File: src/rtl/core/lfpd_pkg.sv
package lfpd_pkg;

    // Payload and configuration widths.
    localparam int SENSOR_W   = 8;
    localparam int LINE_ERR_W = 10;
    localparam int DIFF_W     = 11;
    localparam int DRIVE_W    = 10;
    localparam int CFG_IDX_W  = 3;
    localparam int CFG_DATA_W = 16;

    // Fixed drive limits and the pattern that clears the loop state.
    localparam int DRIVE_MAX  = 1000;
    localparam int DRIVE_MIN  = 100;
    localparam int BASE_FLOOR = 100;
    localparam int BASE_CEIL  = 900;
    localparam logic [SENSOR_W-1:0] CENTER_PAIR_MASK = 8'd24;

    // Shared multiplier operand and product widths.
    localparam int MUL_A_W = 26;
    localparam int MUL_B_W = 12;
    localparam int MUL_P_W = MUL_A_W + MUL_B_W;

    // Reduction divider: 20-bit dividend, 10-bit divisor and quotient.
    localparam int DVD_W     = 20;
    localparam int DVS_W     = 10;
    localparam int QUO_W     = 10;
    localparam int DIV_STEPS = QUO_W;
    localparam int DIV_CNT_W = $clog2(DIV_STEPS + 1);

    typedef enum logic [CFG_IDX_W-1:0] {
        CFG_GAIN_P       = 3'd0,
        CFG_GAIN_D       = 3'd1,
        CFG_BASE_DRIVE   = 3'd2,
        CFG_FILTER_ALPHA = 3'd3,
        CFG_DELTA_LIMIT  = 3'd4,
        CFG_GUARD_RATIO  = 3'd5,
        CFG_DIFF_LIMIT   = 3'd6,
        CFG_REDUCE_MAX   = 3'd7
    } t_cfg_idx;

    // Center position of each sensor, bit 0 leftmost.
    localparam logic signed [LINE_ERR_W-1:0] SENSOR_POS [SENSOR_W] = '{
        -10'sd280, -10'sd200, -10'sd120, -10'sd40,
        10'sd40, 10'sd120, 10'sd200, 10'sd280
    };

    // Midpoint of the first and last active sensors, zero when none is active.
    function automatic logic signed [LINE_ERR_W-1:0] decode_error(
        input logic [SENSOR_W-1:0] bits
    );
        logic [2:0] lo;
        logic [2:0] hi;
        logic signed [LINE_ERR_W:0] sum;
        lo = '0;
        hi = '0;
        for (int i = SENSOR_W - 1; i >= 0; i--) begin
            if (bits[i]) begin
                lo = 3'(i);
            end
        end
        for (int i = 0; i < SENSOR_W; i++) begin
            if (bits[i]) begin
                hi = 3'(i);
            end
        end
        sum = {SENSOR_POS[lo][LINE_ERR_W-1], SENSOR_POS[lo]}
            + {SENSOR_POS[hi][LINE_ERR_W-1], SENSOR_POS[hi]};
        // The sum is always a multiple of 80, so halving is exact.
        return (bits == '0) ? '0 : sum[LINE_ERR_W:1];
    endfunction

endpackage

File: src/rtl/core/lfpd_if.sv
interface lfpd_in_if import lfpd_pkg::*; ();
    logic                valid;
    logic                ready;
    logic [SENSOR_W-1:0] sensor_bits;

    modport source (output valid, output sensor_bits, input ready);
    modport sink   (input valid, input sensor_bits, output ready);
endinterface

interface lfpd_out_if import lfpd_pkg::*; ();
    logic                         valid;
    logic                         ready;
    logic signed [LINE_ERR_W-1:0] line_error;
    logic signed [DIFF_W-1:0]     diff_drive;
    logic [DRIVE_W-1:0]           left_drive;
    logic [DRIVE_W-1:0]           right_drive;

    modport source (output valid, output line_error, output diff_drive,
                    output left_drive, output right_drive, input ready);
    modport sink   (input valid, input line_error, input diff_drive,
                    input left_drive, input right_drive, output ready);
endinterface

File: src/rtl/core/line_follow_pd_drive.sv
// Line follower steering controller with PD loop and differential wheel mix.
//
// Input channel i_in carries one 8-bit sensor pattern per item (bit 0 is the
// leftmost sensor). Output channel o_out returns one result item per input
// item: the decoded line error, the clamped differential drive and the two
// wheel drives. Both channels use a valid/ready handshake; an item moves on a
// rising edge with valid and ready high. Eight tuning registers are written
// through i_cfg_we / i_cfg_idx / i_cfg_data; the user must write them only
// while the block is idle, as the block itself does not enforce this.
//
// One item is handled at a time by a sequencer around a single shared
// multiplier and a bit-serial divider; the ten steps of the divider are the
// largest share of an item. A clearing pattern (all off, or the center pair)
// skips the filter and PD steps. The input is ready again as the result is
// loaded, so a new item waits until the last one has left the sequencer.
//
// Reset loads the register defaults and clears the filter state. A stalled
// receiver holds the result in the output register; a finished next item
// waits in its last step until that register frees up.
module line_follow_pd_drive import lfpd_pkg::*; (
    input  logic                  i_clk,
    input  logic                  i_rst_n,
    input  logic                  i_cfg_we,
    input  logic [CFG_IDX_W-1:0]  i_cfg_idx,
    input  logic [CFG_DATA_W-1:0] i_cfg_data,
    lfpd_in_if.sink               i_in,
    lfpd_out_if.source            o_out
);

    // One-hot sequencer states, one per step of an item.
    typedef enum logic [15:0] {
        S_IDLE  = 16'b0000_0000_0000_0001,
        S_FMUL  = 16'b0000_0000_0000_0010,
        S_FUPD  = 16'b0000_0000_0000_0100,
        S_FINT  = 16'b0000_0000_0000_1000,
        S_PMUL  = 16'b0000_0000_0001_0000,
        S_DMUL  = 16'b0000_0000_0010_0000,
        S_GMUL1 = 16'b0000_0000_0100_0000,
        S_GMUL2 = 16'b0000_0000_1000_0000,
        S_GUARD = 16'b0000_0001_0000_0000,
        S_CLAMP = 16'b0000_0010_0000_0000,
        S_DIFF  = 16'b0000_0100_0000_0000,
        S_RMUL  = 16'b0000_1000_0000_0000,
        S_DIVS  = 16'b0001_0000_0000_0000,
        S_DIVW  = 16'b0010_0000_0000_0000,
        S_EFF   = 16'b0100_0000_0000_0000,
        S_OUT   = 16'b1000_0000_0000_0000
    } t_state;

    t_state r_state;
    t_state n_state;

    // Tuning registers.
    logic [15:0] r_gain_p;
    logic [15:0] r_gain_d;
    logic [9:0]  r_base;
    logic [8:0]  r_alpha;
    logic [9:0]  r_delta_lim;
    logic [8:0]  r_guard;
    logic [9:0]  r_diff_lim;
    logic [9:0]  r_reduce_max;

    // Loop state: filter in Q10.8 and the last integer filtered error.
    logic signed [17:0] r_filt;
    logic signed [9:0]  r_prev;

    // Per-item working registers.
    logic signed [LINE_ERR_W-1:0] r_err;
    logic signed [9:0]            r_fint;
    logic signed [10:0]           r_delta;
    logic signed [27:0]           r_acc;
    logic signed [DIFF_W-1:0]     r_diff;
    logic [DRIVE_W-1:0]           r_eff;

    // Output register.
    logic                         r_out_valid;
    logic signed [LINE_ERR_W-1:0] r_out_err;
    logic signed [DIFF_W-1:0]     r_out_diff;
    logic [DRIVE_W-1:0]           r_out_left;
    logic [DRIVE_W-1:0]           r_out_right;

    logic                      in_accept;
    logic                      in_clear;
    logic                      out_free;
    logic signed [MUL_A_W-1:0] mul_a;
    logic signed [MUL_B_W-1:0] mul_b;
    logic signed [MUL_P_W-1:0] mul_prod;
    logic                      div_start;
    logic                      div_done;
    logic [QUO_W-1:0]          div_quo;

    logic [8:0]         alpha_sat;
    logic signed [18:0] f_diff;
    logic signed [26:0] step_t;
    logic signed [18:0] filt_sum;
    logic signed [18:0] fint_t;
    logic signed [10:0] delta_raw;
    logic signed [10:0] delta_lim;
    logic signed [35:0] guard_t;
    logic               acc_flip;
    logic signed [27:0] acc_lim;
    logic signed [27:0] acc_t;
    logic signed [10:0] abs_t;
    logic [9:0]         abs_diff;
    logic signed [11:0] eff_raw;
    logic signed [11:0] left_raw;
    logic signed [11:0] right_raw;

    // Wheel clamp: above the maximum saturates, zero or below stops the
    // wheel, and a small positive drive is raised to the minimum.
    function automatic logic [DRIVE_W-1:0] wheel_clamp(input logic signed [11:0] v);
        logic [DRIVE_W-1:0] res;
        priority if (v > $signed(12'(DRIVE_MAX))) begin
            res = DRIVE_W'(DRIVE_MAX);
        end else if (v <= 12'sd0) begin
            res = '0;
        end else if (v < $signed(12'(DRIVE_MIN))) begin
            res = DRIVE_W'(DRIVE_MIN);
        end else begin
            res = v[DRIVE_W-1:0];
        end
        return res;
    endfunction

    assign in_accept = i_in.valid && i_in.ready;
    assign in_clear  = (i_in.sensor_bits == '0) || (i_in.sensor_bits == CENTER_PAIR_MASK);
    assign out_free  = !r_out_valid || o_out.ready;
    assign div_start = (r_state == S_DIVS);

    // Datapath terms. Every divide by 256 truncates toward zero, done by
    // adding 255 to a negative value before dropping the low byte.
    always_comb begin
        alpha_sat = (r_alpha > 9'd256) ? 9'd256 : r_alpha;
        f_diff    = {r_err[LINE_ERR_W-1], r_err, 8'h00} - {r_filt[17], r_filt};
        step_t    = mul_prod[26:0] + (mul_prod[26] ? 27'sd255 : 27'sd0);
        filt_sum  = {r_filt[17], r_filt} + step_t[26:8];
        fint_t    = {r_filt[17], r_filt} + (r_filt[17] ? 19'sd255 : 19'sd0);
        delta_raw = {r_fint[9], r_fint} - {r_prev[9], r_prev};
        delta_lim = {1'b0, r_delta_lim};
        guard_t   = mul_prod[35:0] + (mul_prod[35] ? 36'sd255 : 36'sd0);
        // The guard applies when the PD sum opposes the raw error.
        acc_flip  = (!r_err[LINE_ERR_W-1] && (r_err != '0) && r_acc[27])
                 || (r_err[LINE_ERR_W-1] && !r_acc[27] && (r_acc != '0));
        acc_lim   = {10'd0, r_diff_lim, 8'h00};
        acc_t     = r_acc + (r_acc[27] ? 28'sd255 : 28'sd0);
        abs_t     = r_diff[DIFF_W-1] ? -r_diff : r_diff;
        abs_diff  = abs_t[9:0];
        eff_raw   = {2'b00, r_base} - {2'b00, div_quo};
        left_raw  = {2'b00, r_eff} + {r_diff[DIFF_W-1], r_diff};
        right_raw = {2'b00, r_eff} - {r_diff[DIFF_W-1], r_diff};
    end

    // Operand selection for the shared multiplier.
    always_comb begin
        mul_a = '0;
        mul_b = '0;
        unique case (r_state)
            S_FMUL: begin
                mul_a = MUL_A_W'(f_diff);
                mul_b = {3'b000, alpha_sat};
            end
            S_PMUL: begin
                mul_a = {10'd0, r_gain_p};
                mul_b = {{2{r_fint[9]}}, r_fint};
            end
            S_DMUL: begin
                mul_a = {10'd0, r_gain_d};
                mul_b = {r_delta[10], r_delta};
            end
            S_GMUL1: begin
                mul_a = {10'd0, r_gain_p};
                mul_b = {3'b000, r_guard};
            end
            S_GMUL2: begin
                // Guard ratio times gain is at most 25 bits, unsigned.
                mul_a = {1'b0, mul_prod[24:0]};
                mul_b = {{2{r_err[LINE_ERR_W-1]}}, r_err};
            end
            S_RMUL: begin
                mul_a = {16'd0, abs_diff};
                mul_b = {2'b00, r_reduce_max};
            end
            default: begin
                mul_a = '0;
                mul_b = '0;
            end
        endcase
    end

    lfpd_mul u_mul (
        .i_clk  (i_clk),
        .i_a    (mul_a),
        .i_b    (mul_b),
        .o_prod (mul_prod)
    );

    // The differential is already clamped to the divisor, so the quotient
    // fits ten bits and the divider needs only ten steps.
    lfpd_div u_div (
        .i_clk      (i_clk),
        .i_rst_n    (i_rst_n),
        .i_start    (div_start),
        .i_dividend (mul_prod[DVD_W-1:0]),
        .i_divisor  (r_diff_lim),
        .o_done     (div_done),
        .o_quo      (div_quo)
    );

    always_comb begin
        n_state = r_state;
        unique case (r_state)
            S_IDLE: begin
                if (in_accept) begin
                    n_state = in_clear ? S_RMUL : S_FMUL;
                end
            end
            S_FMUL:  n_state = S_FUPD;
            S_FUPD:  n_state = S_FINT;
            S_FINT:  n_state = S_PMUL;
            S_PMUL:  n_state = S_DMUL;
            S_DMUL:  n_state = S_GMUL1;
            S_GMUL1: n_state = S_GMUL2;
            S_GMUL2: n_state = S_GUARD;
            S_GUARD: n_state = S_CLAMP;
            S_CLAMP: n_state = S_DIFF;
            S_DIFF:  n_state = S_RMUL;
            S_RMUL:  n_state = S_DIVS;
            S_DIVS:  n_state = S_DIVW;
            S_DIVW: begin
                if (div_done) begin
                    n_state = S_EFF;
                end
            end
            S_EFF:   n_state = S_OUT;
            S_OUT: begin
                if (out_free) begin
                    n_state = S_IDLE;
                end
            end
            default: n_state = S_IDLE;
        endcase
    end

    // Control state, tuning registers and loop state.
    always_ff @(posedge i_clk) begin
        if (!i_rst_n) begin
            r_state      <= S_IDLE;
            r_out_valid  <= 1'b0;
            r_gain_p     <= 16'd256;
            r_gain_d     <= 16'd0;
            r_base       <= 10'd500;
            r_alpha      <= 9'd128;
            r_delta_lim  <= 10'd80;
            r_guard      <= 9'd128;
            r_diff_lim   <= 10'd400;
            r_reduce_max <= 10'd200;
            r_filt       <= '0;
            r_prev       <= '0;
        end else begin
            r_state <= n_state;

            if (r_state == S_OUT && out_free) begin
                r_out_valid <= 1'b1;
            end else if (o_out.ready) begin
                r_out_valid <= 1'b0;
            end

            if (i_cfg_we) begin
                unique case (t_cfg_idx'(i_cfg_idx))
                    CFG_GAIN_P:       r_gain_p     <= i_cfg_data;
                    CFG_GAIN_D:       r_gain_d     <= i_cfg_data;
                    CFG_BASE_DRIVE:   r_base       <= i_cfg_data[9:0];
                    CFG_FILTER_ALPHA: r_alpha      <= i_cfg_data[8:0];
                    CFG_DELTA_LIMIT:  r_delta_lim  <= i_cfg_data[9:0];
                    CFG_GUARD_RATIO:  r_guard      <= i_cfg_data[8:0];
                    CFG_DIFF_LIMIT:   r_diff_lim   <= i_cfg_data[9:0];
                    CFG_REDUCE_MAX:   r_reduce_max <= i_cfg_data[9:0];
                    default:          r_gain_p     <= r_gain_p;
                endcase
            end

            if (in_accept && in_clear) begin
                r_filt <= '0;
                r_prev <= '0;
            end else if (r_state == S_FUPD) begin
                r_filt <= filt_sum[17:0];
            end else if (r_state == S_PMUL) begin
                r_prev <= r_fint;
            end
        end
    end

    // Per-item working registers.
    always_ff @(posedge i_clk) begin
        unique case (r_state)
            S_IDLE: begin
                if (in_accept) begin
                    r_err  <= decode_error(i_in.sensor_bits);
                    r_diff <= '0;
                end
            end
            S_FINT: begin
                r_fint <= fint_t[17:8];
            end
            S_PMUL: begin
                priority if (delta_raw > delta_lim) begin
                    r_delta <= delta_lim;
                end else if (delta_raw < -delta_lim) begin
                    r_delta <= -delta_lim;
                end else begin
                    r_delta <= delta_raw;
                end
            end
            S_DMUL: begin
                r_acc <= mul_prod[27:0];
            end
            S_GMUL1: begin
                r_acc <= r_acc + mul_prod[27:0];
            end
            S_GUARD: begin
                if (acc_flip) begin
                    r_acc <= guard_t[35:8];
                end
            end
            S_CLAMP: begin
                priority if (r_acc > acc_lim) begin
                    r_acc <= acc_lim;
                end else if (r_acc < -acc_lim) begin
                    r_acc <= -acc_lim;
                end
            end
            S_DIFF: begin
                r_diff <= acc_t[18:8];
            end
            S_EFF: begin
                priority if (eff_raw < $signed(12'(BASE_FLOOR))) begin
                    r_eff <= DRIVE_W'(BASE_FLOOR);
                end else if (eff_raw > $signed(12'(BASE_CEIL))) begin
                    r_eff <= DRIVE_W'(BASE_CEIL);
                end else begin
                    r_eff <= eff_raw[DRIVE_W-1:0];
                end
            end
            S_OUT: begin
                if (out_free) begin
                    r_out_err   <= r_err;
                    r_out_diff  <= r_diff;
                    r_out_left  <= wheel_clamp(left_raw);
                    r_out_right <= wheel_clamp(right_raw);
                end
            end
            default: begin
                r_eff <= r_eff;
            end
        endcase
    end

    assign i_in.ready        = (r_state == S_IDLE);
    assign o_out.valid       = r_out_valid;
    assign o_out.line_error  = r_out_err;
    assign o_out.diff_drive  = r_out_diff;
    assign o_out.left_drive  = r_out_left;
    assign o_out.right_drive = r_out_right;

    a_result_loads: assert property (@(posedge i_clk) disable iff (!i_rst_n)
        (r_state == S_OUT && !r_out_valid) |=> r_out_valid)
        else $error("finished item not loaded into output register");
    a_diff_bound: assert property (@(posedge i_clk) disable iff (!i_rst_n)
        (r_state == S_RMUL) |-> ((r_diff <= $signed({1'b0, r_diff_lim}))
                              && (r_diff >= -$signed({1'b0, r_diff_lim}))))
        else $error("differential drive outside its limit");
    a_reduce_bound: assert property (@(posedge i_clk) disable iff (!i_rst_n)
        (r_state == S_EFF) |-> (div_quo <= r_reduce_max))
        else $error("speed reduction above its maximum");
    a_clear_state: assert property (@(posedge i_clk) disable iff (!i_rst_n)
        (in_accept && in_clear) |=> (r_filt == '0 && r_prev == '0))
        else $error("clearing pattern left loop state set");

endmodule

File: src/rtl/core/lfpd_mul.sv
module lfpd_mul import lfpd_pkg::*; (
    input  logic                      i_clk,
    input  logic signed [MUL_A_W-1:0] i_a,
    input  logic signed [MUL_B_W-1:0] i_b,
    output logic signed [MUL_P_W-1:0] o_prod
);

    logic signed [MUL_P_W-1:0] r_prod;

    // Product is registered so the next step starts from a flop.
    always_ff @(posedge i_clk) begin
        r_prod <= MUL_P_W'(i_a) * MUL_P_W'(i_b);
    end

    assign o_prod = r_prod;

endmodule

File: src/rtl/core/lfpd_div.sv
module lfpd_div import lfpd_pkg::*; (
    input  logic             i_clk,
    input  logic             i_rst_n,
    input  logic             i_start,
    input  logic [DVD_W-1:0] i_dividend,
    input  logic [DVS_W-1:0] i_divisor,
    output logic             o_done,
    output logic [QUO_W-1:0] o_quo
);

    logic                 r_busy;
    logic                 r_done;
    logic [DIV_CNT_W-1:0] r_cnt;
    logic [DVS_W-1:0]     r_rem;
    logic [QUO_W-1:0]     r_quo;
    logic [DVS_W-1:0]     r_div;
    logic                 r_zero;

    logic [DVS_W:0]   trial;
    logic             n_bit;
    logic [DVS_W-1:0] n_rem;

    // Restoring division, one quotient bit per cycle. The caller guarantees
    // that the upper half of the dividend is below the divisor.
    always_comb begin
        trial = {r_rem, r_quo[QUO_W-1]};
        n_bit = (trial >= {1'b0, r_div});
        n_rem = n_bit ? DVS_W'(trial - {1'b0, r_div}) : trial[DVS_W-1:0];
    end

    always_ff @(posedge i_clk) begin
        if (!i_rst_n) begin
            r_busy <= 1'b0;
            r_done <= 1'b0;
            r_cnt  <= '0;
        end else begin
            r_done <= 1'b0;
            if (i_start) begin
                r_busy <= 1'b1;
                r_cnt  <= DIV_CNT_W'(DIV_STEPS);
            end else if (r_busy) begin
                r_cnt <= r_cnt - 1'b1;
                if (r_cnt == DIV_CNT_W'(1)) begin
                    r_busy <= 1'b0;
                    r_done <= 1'b1;
                end
            end
        end
    end

    always_ff @(posedge i_clk) begin
        if (i_start) begin
            r_rem  <= i_dividend[DVD_W-1:QUO_W];
            r_quo  <= i_dividend[QUO_W-1:0];
            r_div  <= i_divisor;
            r_zero <= (i_divisor == '0);
        end else if (r_busy) begin
            r_rem <= n_rem;
            r_quo <= {r_quo[QUO_W-2:0], n_bit};
        end
    end

    assign o_done = r_done;
    assign o_quo  = r_zero ? '0 : r_quo;

    a_start_loads: assert property (@(posedge i_clk) disable iff (!i_rst_n)
        (i_start && !r_busy) |=> (r_busy && r_cnt == DIV_CNT_W'(DIV_STEPS)))
        else $error("divider did not start");
    a_done_idle: assert property (@(posedge i_clk) disable iff (!i_rst_n)
        r_done |-> !r_busy)
        else $error("divider done while busy");
    a_rem_bound: assert property (@(posedge i_clk) disable iff (!i_rst_n)
        (r_busy && !r_zero) |-> (r_rem < r_div))
        else $error("partial remainder not below divisor");

endmodule

File: src/flat_wrapper.sv
// flat-port wrapper written by rule: the top's interface ports become plain ports
module line_follow_pd_drive_flat import lfpd_pkg::*;
  (i_clk, i_rst_n, i_cfg_we, i_cfg_idx, i_cfg_data, i_in_valid, i_in_sensor_bits, i_in_ready, o_out_valid, o_out_line_error, o_out_diff_drive, o_out_left_drive, o_out_right_drive, o_out_ready);
  lfpd_in_if i_in_i ();
  lfpd_out_if o_out_i ();
  input  logic i_clk;
  input  logic i_rst_n;
  input  logic i_cfg_we;
  input  logic [CFG_IDX_W-1:0] i_cfg_idx;
  input  logic [CFG_DATA_W-1:0] i_cfg_data;
  input wire logic [$bits(i_in_i.valid)-1:0] i_in_valid;
  input wire logic [$bits(i_in_i.sensor_bits)-1:0] i_in_sensor_bits;
  output wire logic [$bits(i_in_i.ready)-1:0] i_in_ready;
  output wire logic [$bits(o_out_i.valid)-1:0] o_out_valid;
  output wire logic [$bits(o_out_i.line_error)-1:0] o_out_line_error;
  output wire logic [$bits(o_out_i.diff_drive)-1:0] o_out_diff_drive;
  output wire logic [$bits(o_out_i.left_drive)-1:0] o_out_left_drive;
  output wire logic [$bits(o_out_i.right_drive)-1:0] o_out_right_drive;
  input wire logic [$bits(o_out_i.ready)-1:0] o_out_ready;
  assign i_in_i.valid = i_in_valid;
  assign i_in_i.sensor_bits = i_in_sensor_bits;
  assign i_in_ready = i_in_i.ready;
  assign o_out_valid = o_out_i.valid;
  assign o_out_line_error = o_out_i.line_error;
  assign o_out_diff_drive = o_out_i.diff_drive;
  assign o_out_left_drive = o_out_i.left_drive;
  assign o_out_right_drive = o_out_i.right_drive;
  assign o_out_i.ready = o_out_ready;
  line_follow_pd_drive u_core (.i_clk(i_clk), .i_rst_n(i_rst_n), .i_cfg_we(i_cfg_we), .i_cfg_idx(i_cfg_idx), .i_cfg_data(i_cfg_data), .i_in(i_in_i), .o_out(o_out_i));
endmodule
File: config.mk
export PLATFORM = sky130hd
export DESIGN_NAME = line_follow_pd_drive_flat
export DESIGN_NICKNAME = d
export VERILOG_FILES = /design/src/rtl/core/lfpd_pkg.sv /design/src/rtl/core/lfpd_if.sv /design/src/rtl/core/line_follow_pd_drive.sv /design/src/rtl/core/lfpd_mul.sv /design/src/rtl/core/lfpd_div.sv /design/src/flat_wrapper.sv
export SDC_FILE = /design/constraint.sdc
export NUM_CORES = 2
export LEC_CHECK = 0
export BUFFER_PORTS_ARGS = -buffer_cell sky130_fd_sc_hd__buf_2
export CAP_MARGIN = 20
export CORE_MARGIN = 5
export CORE_UTILIZATION = 50
export DETAILED_ROUTE_END_ITERATION = 8
export GPL_ROUTABILITY_DRIVEN = 0
export PLACE_DENSITY = 0.73
export SYNTH_ARGS = -nofsm -noshare
export SYNTH_HDL_FRONTEND = slang
export SYNTH_SLANG_ARGS = --single-unit
export TNS_END_PERCENT = 100
File: constraint.sdc
create_clock -name i_clk -period 7.4 [get_ports i_clk]
set_clock_uncertainty 0.1 [all_clocks]
set_input_delay 0 -clock i_clk [delete_from_list [all_inputs] [get_ports i_clk]]
set_output_delay 0 -clock i_clk [all_outputs]
set_load 0.1 [all_outputs]
### Word-level counts from Yosys, hierarchy flattened

Memories as Yosys holds them, arrays and structs flattened.
Index checks and enable logic that the tools add are counted.

* word-level logic and storage cells: 216
* bits in registers: 329
* output and inout bits: 43
* bits in read-only memories: 160
* input port bits: 32
* memories kept: 2

Memory list
* (name not given): depth 8, bits a word 10, read ports 1, clocked after Yosys merged registers in 0, wr ports 0, line lfpd_pkg.sv:66 `sum = {SENSOR_POS[lo][LINE_ERR_W-1], SENSOR_POS[lo]}`
* (name not given): depth 8, bits a word 10, read ports 1, clocked after Yosys merged registers in 0, wr ports 0, line lfpd_pkg.sv:67 `+ {SENSOR_POS[hi][LINE_ERR_W-1], SENSOR_POS[hi]};`

* multipliers: 1
* bitwise gates (word level): 5
* multiplexer cells: 63
* eq/ne operators: 30
* add/sub/neg operators: 17
* order comparisons: 16
* reductions and logical operators: 45

Operator list (number)
* one-hot mux 16 bit (16 select lines): 1
* 2-to-1 mux 10 bit: 17
* one-hot mux 26 bit (5 select lines): 1
* one-hot mux 28 bit (4 select lines): 1
* 2-to-1 mux 28 bit: 3
* one-hot mux 12 bit (6 select lines): 1
* 2-to-1 mux 16 bit: 3
* 2-to-1 mux 3 bit: 16
* adder 36 x 8 -> 36 bit: 1
* greater-than comparator 12 x 11 -> 1 bit (second input constant): 3
* less-than comparator 12 x 8 -> 1 bit (second input constant): 3
* multiplier 26 x 12 -> 36 bit: 1
* 2-to-1 mux 8 bit: 4
* adder 28 bit: 1
* greater-than comparator 28 x 19 -> 1 bit: 1
* less-than comparator 28 bit: 1
* negation 18 -> 28 bit: 1
* nonzero test 28 bit: 1
* adder 26 x 8 -> 26 bit: 1
* less-or-equal comparator 12 x 1 -> 1 bit (second input constant): 2
* AND reduction 2 bit: 12
* 2-to-1 mux 11 bit: 2
* one-hot mux 11 bit (2 select lines): 1
* subtractor 10 x 10 -> 11 bit: 2
* other kinds (59): 97

### Longest topological paths before layout

* depth after elaboration: 15
* gate-level depth with buffers: 35
* depth with buffers taken out: 33

### Cells and area by module

Synthesis repeated with hierarchy kept, for this count alone.

* cell total of the unflattened synthesis: 3855
* area total of the unflattened synthesis: 33385.8 um2

By module, submodules not included
* line_follow_pd_drive: instances 1, sequential area each 6155.9 um2, cells an instance 2360, area an instance 19686.4 um2
* lfpd_mul: instances 1, sequential area each 760.7 um2, cells an instance 1305, area an instance 11577.4 um2
* lfpd_div: instances 1, sequential area each 1051.0 um2, cells an instance 190, area an instance 2122.0 um2

### Worst setup path after synthesis

Ideal clock, no wire load.

* path kind: flip-flop to flip-flop
* start point: register u_core.r_state[2]
* end point: register u_core.u_mul.r_prod[35], in the netlist u_core.u_mul.o_prod[35]
* data required time: 7.228 ns
* data arrival time: 7.344 ns
* cell stages (with the launch flop): 31
* clock period less this slack: 7.517 ns
* path buffers: 3
* path slack: -0.117 ns
* library setup time: 0.072 ns
* cell sequence: dfxtp_1 -> clkbuf_1 -> nor2_1 -> nand3_1 -> nor4_2 -> nand2_1 -> nor3b_2 -> buf_2 -> nand2_1 -> nand4_1 -> buf_2 -> nand2_1 -> fa_1 -> fa_1 -> inv_1 -> fa_1 -> fa_1 -> inv_1 -> fa_1 -> inv_1 -> ha_1 -> a211o_1 -> a2111oi_0 -> nand2_1 -> nor3_1 -> nand2b_1 -> o21ai_1 -> a2111oi_2 -> o31ai_1 -> a21oi_1 -> xnor2_1

* cells in the longest elaborated chain, start to end: 4
* elaborated cells between the ends (all ways): 10
* those cells by class: mul (1); eq/ne (6); mux (2); reduce/logical (1)

RTL lines
* from (decl): line line_follow_pd_drive.sv:50 `t_state r_state;`
* from (signal assigned): line line_follow_pd_drive.sv:260 `r_state <= n_state;`
* == test 16 x 7 -> 1 bit / == test 16 x 5 -> 1 bit (equally long branches): line line_follow_pd_drive.sv:157 `unique case (r_state)`
* OR reduction 2 bit (no source line)
* one-hot mux 26 bit (5 select lines): line line_follow_pd_drive.sv:157
* multiplier 26 x 12 -> 36 bit (*): line lfpd_mul.sv:12 `r_prod <= MUL_P_W'(i_a) * MUL_P_W'(i_b);`
* to (signal assigned): line lfpd_mul.sv:12
* to (decl): line lfpd_mul.sv:8 `logic signed [MUL_P_W-1:0] r_prod;`

Every way passes the cells marked *; elsewhere a longest branch is shown, timed or not.
A chain may end at the register's enable or synchronous reset.

### Worst setup path after layout

* start point: register u_core.r_state[9]
* end point: register u_core.u_mul.r_prod[35], in the netlist u_core.u_mul.o_prod[35]

The elaborated chain is that of the path after synthesis.

==> results_dict.tcl <==
set metrics [dict create \
    setup_violations 5 \
    syn-cell-area_um2 31900 \
    crit_path_top_delay_cell "fa_1" \
    worst-slew-pin-transition_ps 1040 \
    yosysTopAreaCellShare 0.173 \
    endpoint_kind "flop" \
    yosysSeqAreaShare 0.249 \
    drtIter0Drc 2702 \
    yosys-top-cells-area "fa_1 17%, edfxtp_1 14%, dfxtp_1 11%, ha_1 11%, nand2_1 6.8%" \
    overflow 0 \
    fp.dieH_um 262 \
    path_buf_inv 7 \
    worstPathArrival_ps 7800 \
    fin_crit_sh 1.01 \
    rsz0062_at_grt "true" \
    grt_max_degree 106 \
    synth_common_cells "576 x nand2_1, 452 x inv_1, 277 x ha_1" \
    synth.avg_cell_area_um2 8.67 \
    synth-seq-cells 323 \
    peakVddDrop_mv 0.142 \
    synth_edf_count 146 \
    violations "negative setup slack" \
    die_area_um2 68900 \
    synth_cell_types 99 \
    numCtsBuffers 39 \
    layout_setup_ws_ps -64.9 \
    min_path_type "in2reg" \
    hpwl_mm 74.7 \
    critPathMostFrequentCell "fa_1" \
    wl_mm 95.7 \
    fp.dieW_um 262 \
    port_buffers 71 \
    crit_fanout 7 \
    preCtsSetupSlack_ps -488 \
    synthToLayoutAreaGrowth_pct 20.0 \
    synth_top_cell_by_area "fa_1" \
    firstDrtPassIters 6 \
    crit_path_start_kind "flop" \
    p_leak_uw 0.0171 \
    drcViolationCount 0 \
    path_clk_slew_ps 60 \
    final_core_util 0.606 \
    drive_gt1_frac 0.176 \
    start_util 0.505 \
    status "finished with violations" \
    synthCells 3675 \
    finalHoldViolCount 0 \
    drv_slew 0 \
    slew_headroom 0.304 \
    cts_buffer_depth 3 \
    crit_family "adder cells" \
    clock-sinks 323 \
    synth_most_common_cell "nand2_1" \
    ys.flop_type "dfxtp_1" \
    cap_violations 0 \
    fmax_ghz 0.134 \
    drtAntennaViolNets 0 \
    htree_num_levels 2 \
    worstSkewPairLatency_ps 590 \
    power.density_nw_per_um2 115 \
    cp_slowest_stage_delay_ps 580 \
    hold_slack_ps 35.8 \
    grt_pass1_vias 27400 \
    cts_tree "built" \
    vias_per_cell 5.69 \
    fin_crit_ps 7460 \
    grt_pass1_wl_mm 149 \
    rows 92 \
    cts-root-buf "clkbuf_16" \
    yosysWarnings 0 \
    worstSetupPathType "reg2reg" \
    async_reset_ff_frac 0 \
    io_pins 75 \
    core_um2 63100 \
    vias 28100 \
    wl_per_cell_um 19.4 \
    track_usage 0.267 \
    grt_antenna_before_repair 0 \
    nets 4646 \
    cp.required_ps 7740 \
]
## layout by cell type, fill, tap and decap left out, drive strengths merged, types with 9 or more instances in the layout
cell	synthesis	layout
nand2	576	576
a21o	48	48
edfxtp	146	146
and3	23	23
o21bai	17	17
dlygate4sd3	0	29
a31oi	15	15
o21a	32	32
o22ai	16	16
a21boi	86	86
nand3	66	66
xnor2	149	149
nor2b	46	46
nor2	253	253
or2	9	9
nand2b	42	42
a21oi	190	190
nand4	37	37
clkinv	0	21
nor3	53	53
a222oi	13	13
buf	61	451
o21ai	123	123
inv	469	470
a221oi	11	11
clkbuf	78	47
fa	276	276
or3	16	16
o211ai	19	19
ha	277	277
nor4	26	26
and2	57	57
o31ai	19	19
dfxtp	177	177
a211oi	14	14
xor2	72	72
nor3b	15	15
mux2i	16	16
a22oi	25	25
## worst min-delay path, cell delays in order
cell     delay (ps)
buf_2            90
buf_4           380
nand3_1         170
## logic make-up after synthesis
kind of cell	Yosys count	synth area share
compound gates	695	0.144
xor+xnor	221	0.0608
fa+ha+maj	553	0.282
buf+inv	608	0.0758
flops	323	0.249
mux	18	0.00573
other cells	2	0.000236
simple gates	1255	0.182
## state kept, by name (all words and copies together), names as in the netlist, 11 cells and up
| register | cells |
|---|---|
| u_core.r_filt | 18 |
| u_core.r_gain_p | 16 |
| u_core.r_gain_d | 16 |
| u_core.r_state | 16 |
| u_core.u_mul.o_prod | 36 |
| u_core.o_out.diff_drive | 11 |
| u_core.r_delta | 11 |
| u_core.r_acc | 28 |
| u_core.r_diff | 11 |
## final timing paths
path / from / endpoint / slack (ps) / cells after the start
max: u_core.r_state[9] / u_core.u_mul.o_prod[35] / -60 / 32
min: i_rst_n / u_core.r_guard[7] / 40 / 3
max reg2reg: u_core.r_state[9] / u_core.u_mul.o_prod[35] / -60 / 32
min reg2reg: u_core.r_prev[6] / u_core.r_prev[6] / 350 / 2
## per-layer routing
metal / up-vias / track usage / wire length, µm
met5: - / 0 / 0
met4: 0 / 0.120 / 5530
met2: 1146 / 0.435 / 44000
li1: 13100 / - / -
met3: 269 / 0.0471 / 8260
met1: 13600 / 0.348 / 37900
## stage by stage
| stage | instance area, µm² | std cells | TNS (ps) | total power (µW) |
|---|---|---|---|---|
| floorplan | 31900 | 3677 | 0 | 2250 |
| global placement | 35500 | 4788 | -1450 | 2430 |
| detailed placement | 35500 | 4789 | -2640 | 2430 |
| CTS | 37300 | 4898 | -15.7 | 4370 |
| global route | 38200 | 4938 | -2720 | 4520 |
| finish | 38200 | 4939 | -214 | 4380 |
## cell type report
class                   count  area, µm²
fillers                  5307      24900
multi-input cells        2746      22300
flip-flops and latches    323       7950
repair buffers            482       3880
inverters                 469       1760
well taps                 846       1060
clock buffers              45       1020
clock inverters            27        273
diodes                      1       2.50
## where the power goes
| group | leakage [µW] | switching (µW) | internal [µW] |
|---|---|---|---|
| sequential | 0.00277 | 24.5 | 1890 |
| combinational | 0.0137 | 307 | 218 |
| clock | 0.000631 | 829 | 1110 |
## what timing repair did
item	in CTS	in global routing
pin swaps	32	95
cloned	0	0
endpoints found under the hold margin	99	0
resized for setup	42	164
buffers inserted	8	41
hold buffers	29	0
endpoints found under the setup margin	12	15
No activity file was read; power rests on OpenSTA's default activity.
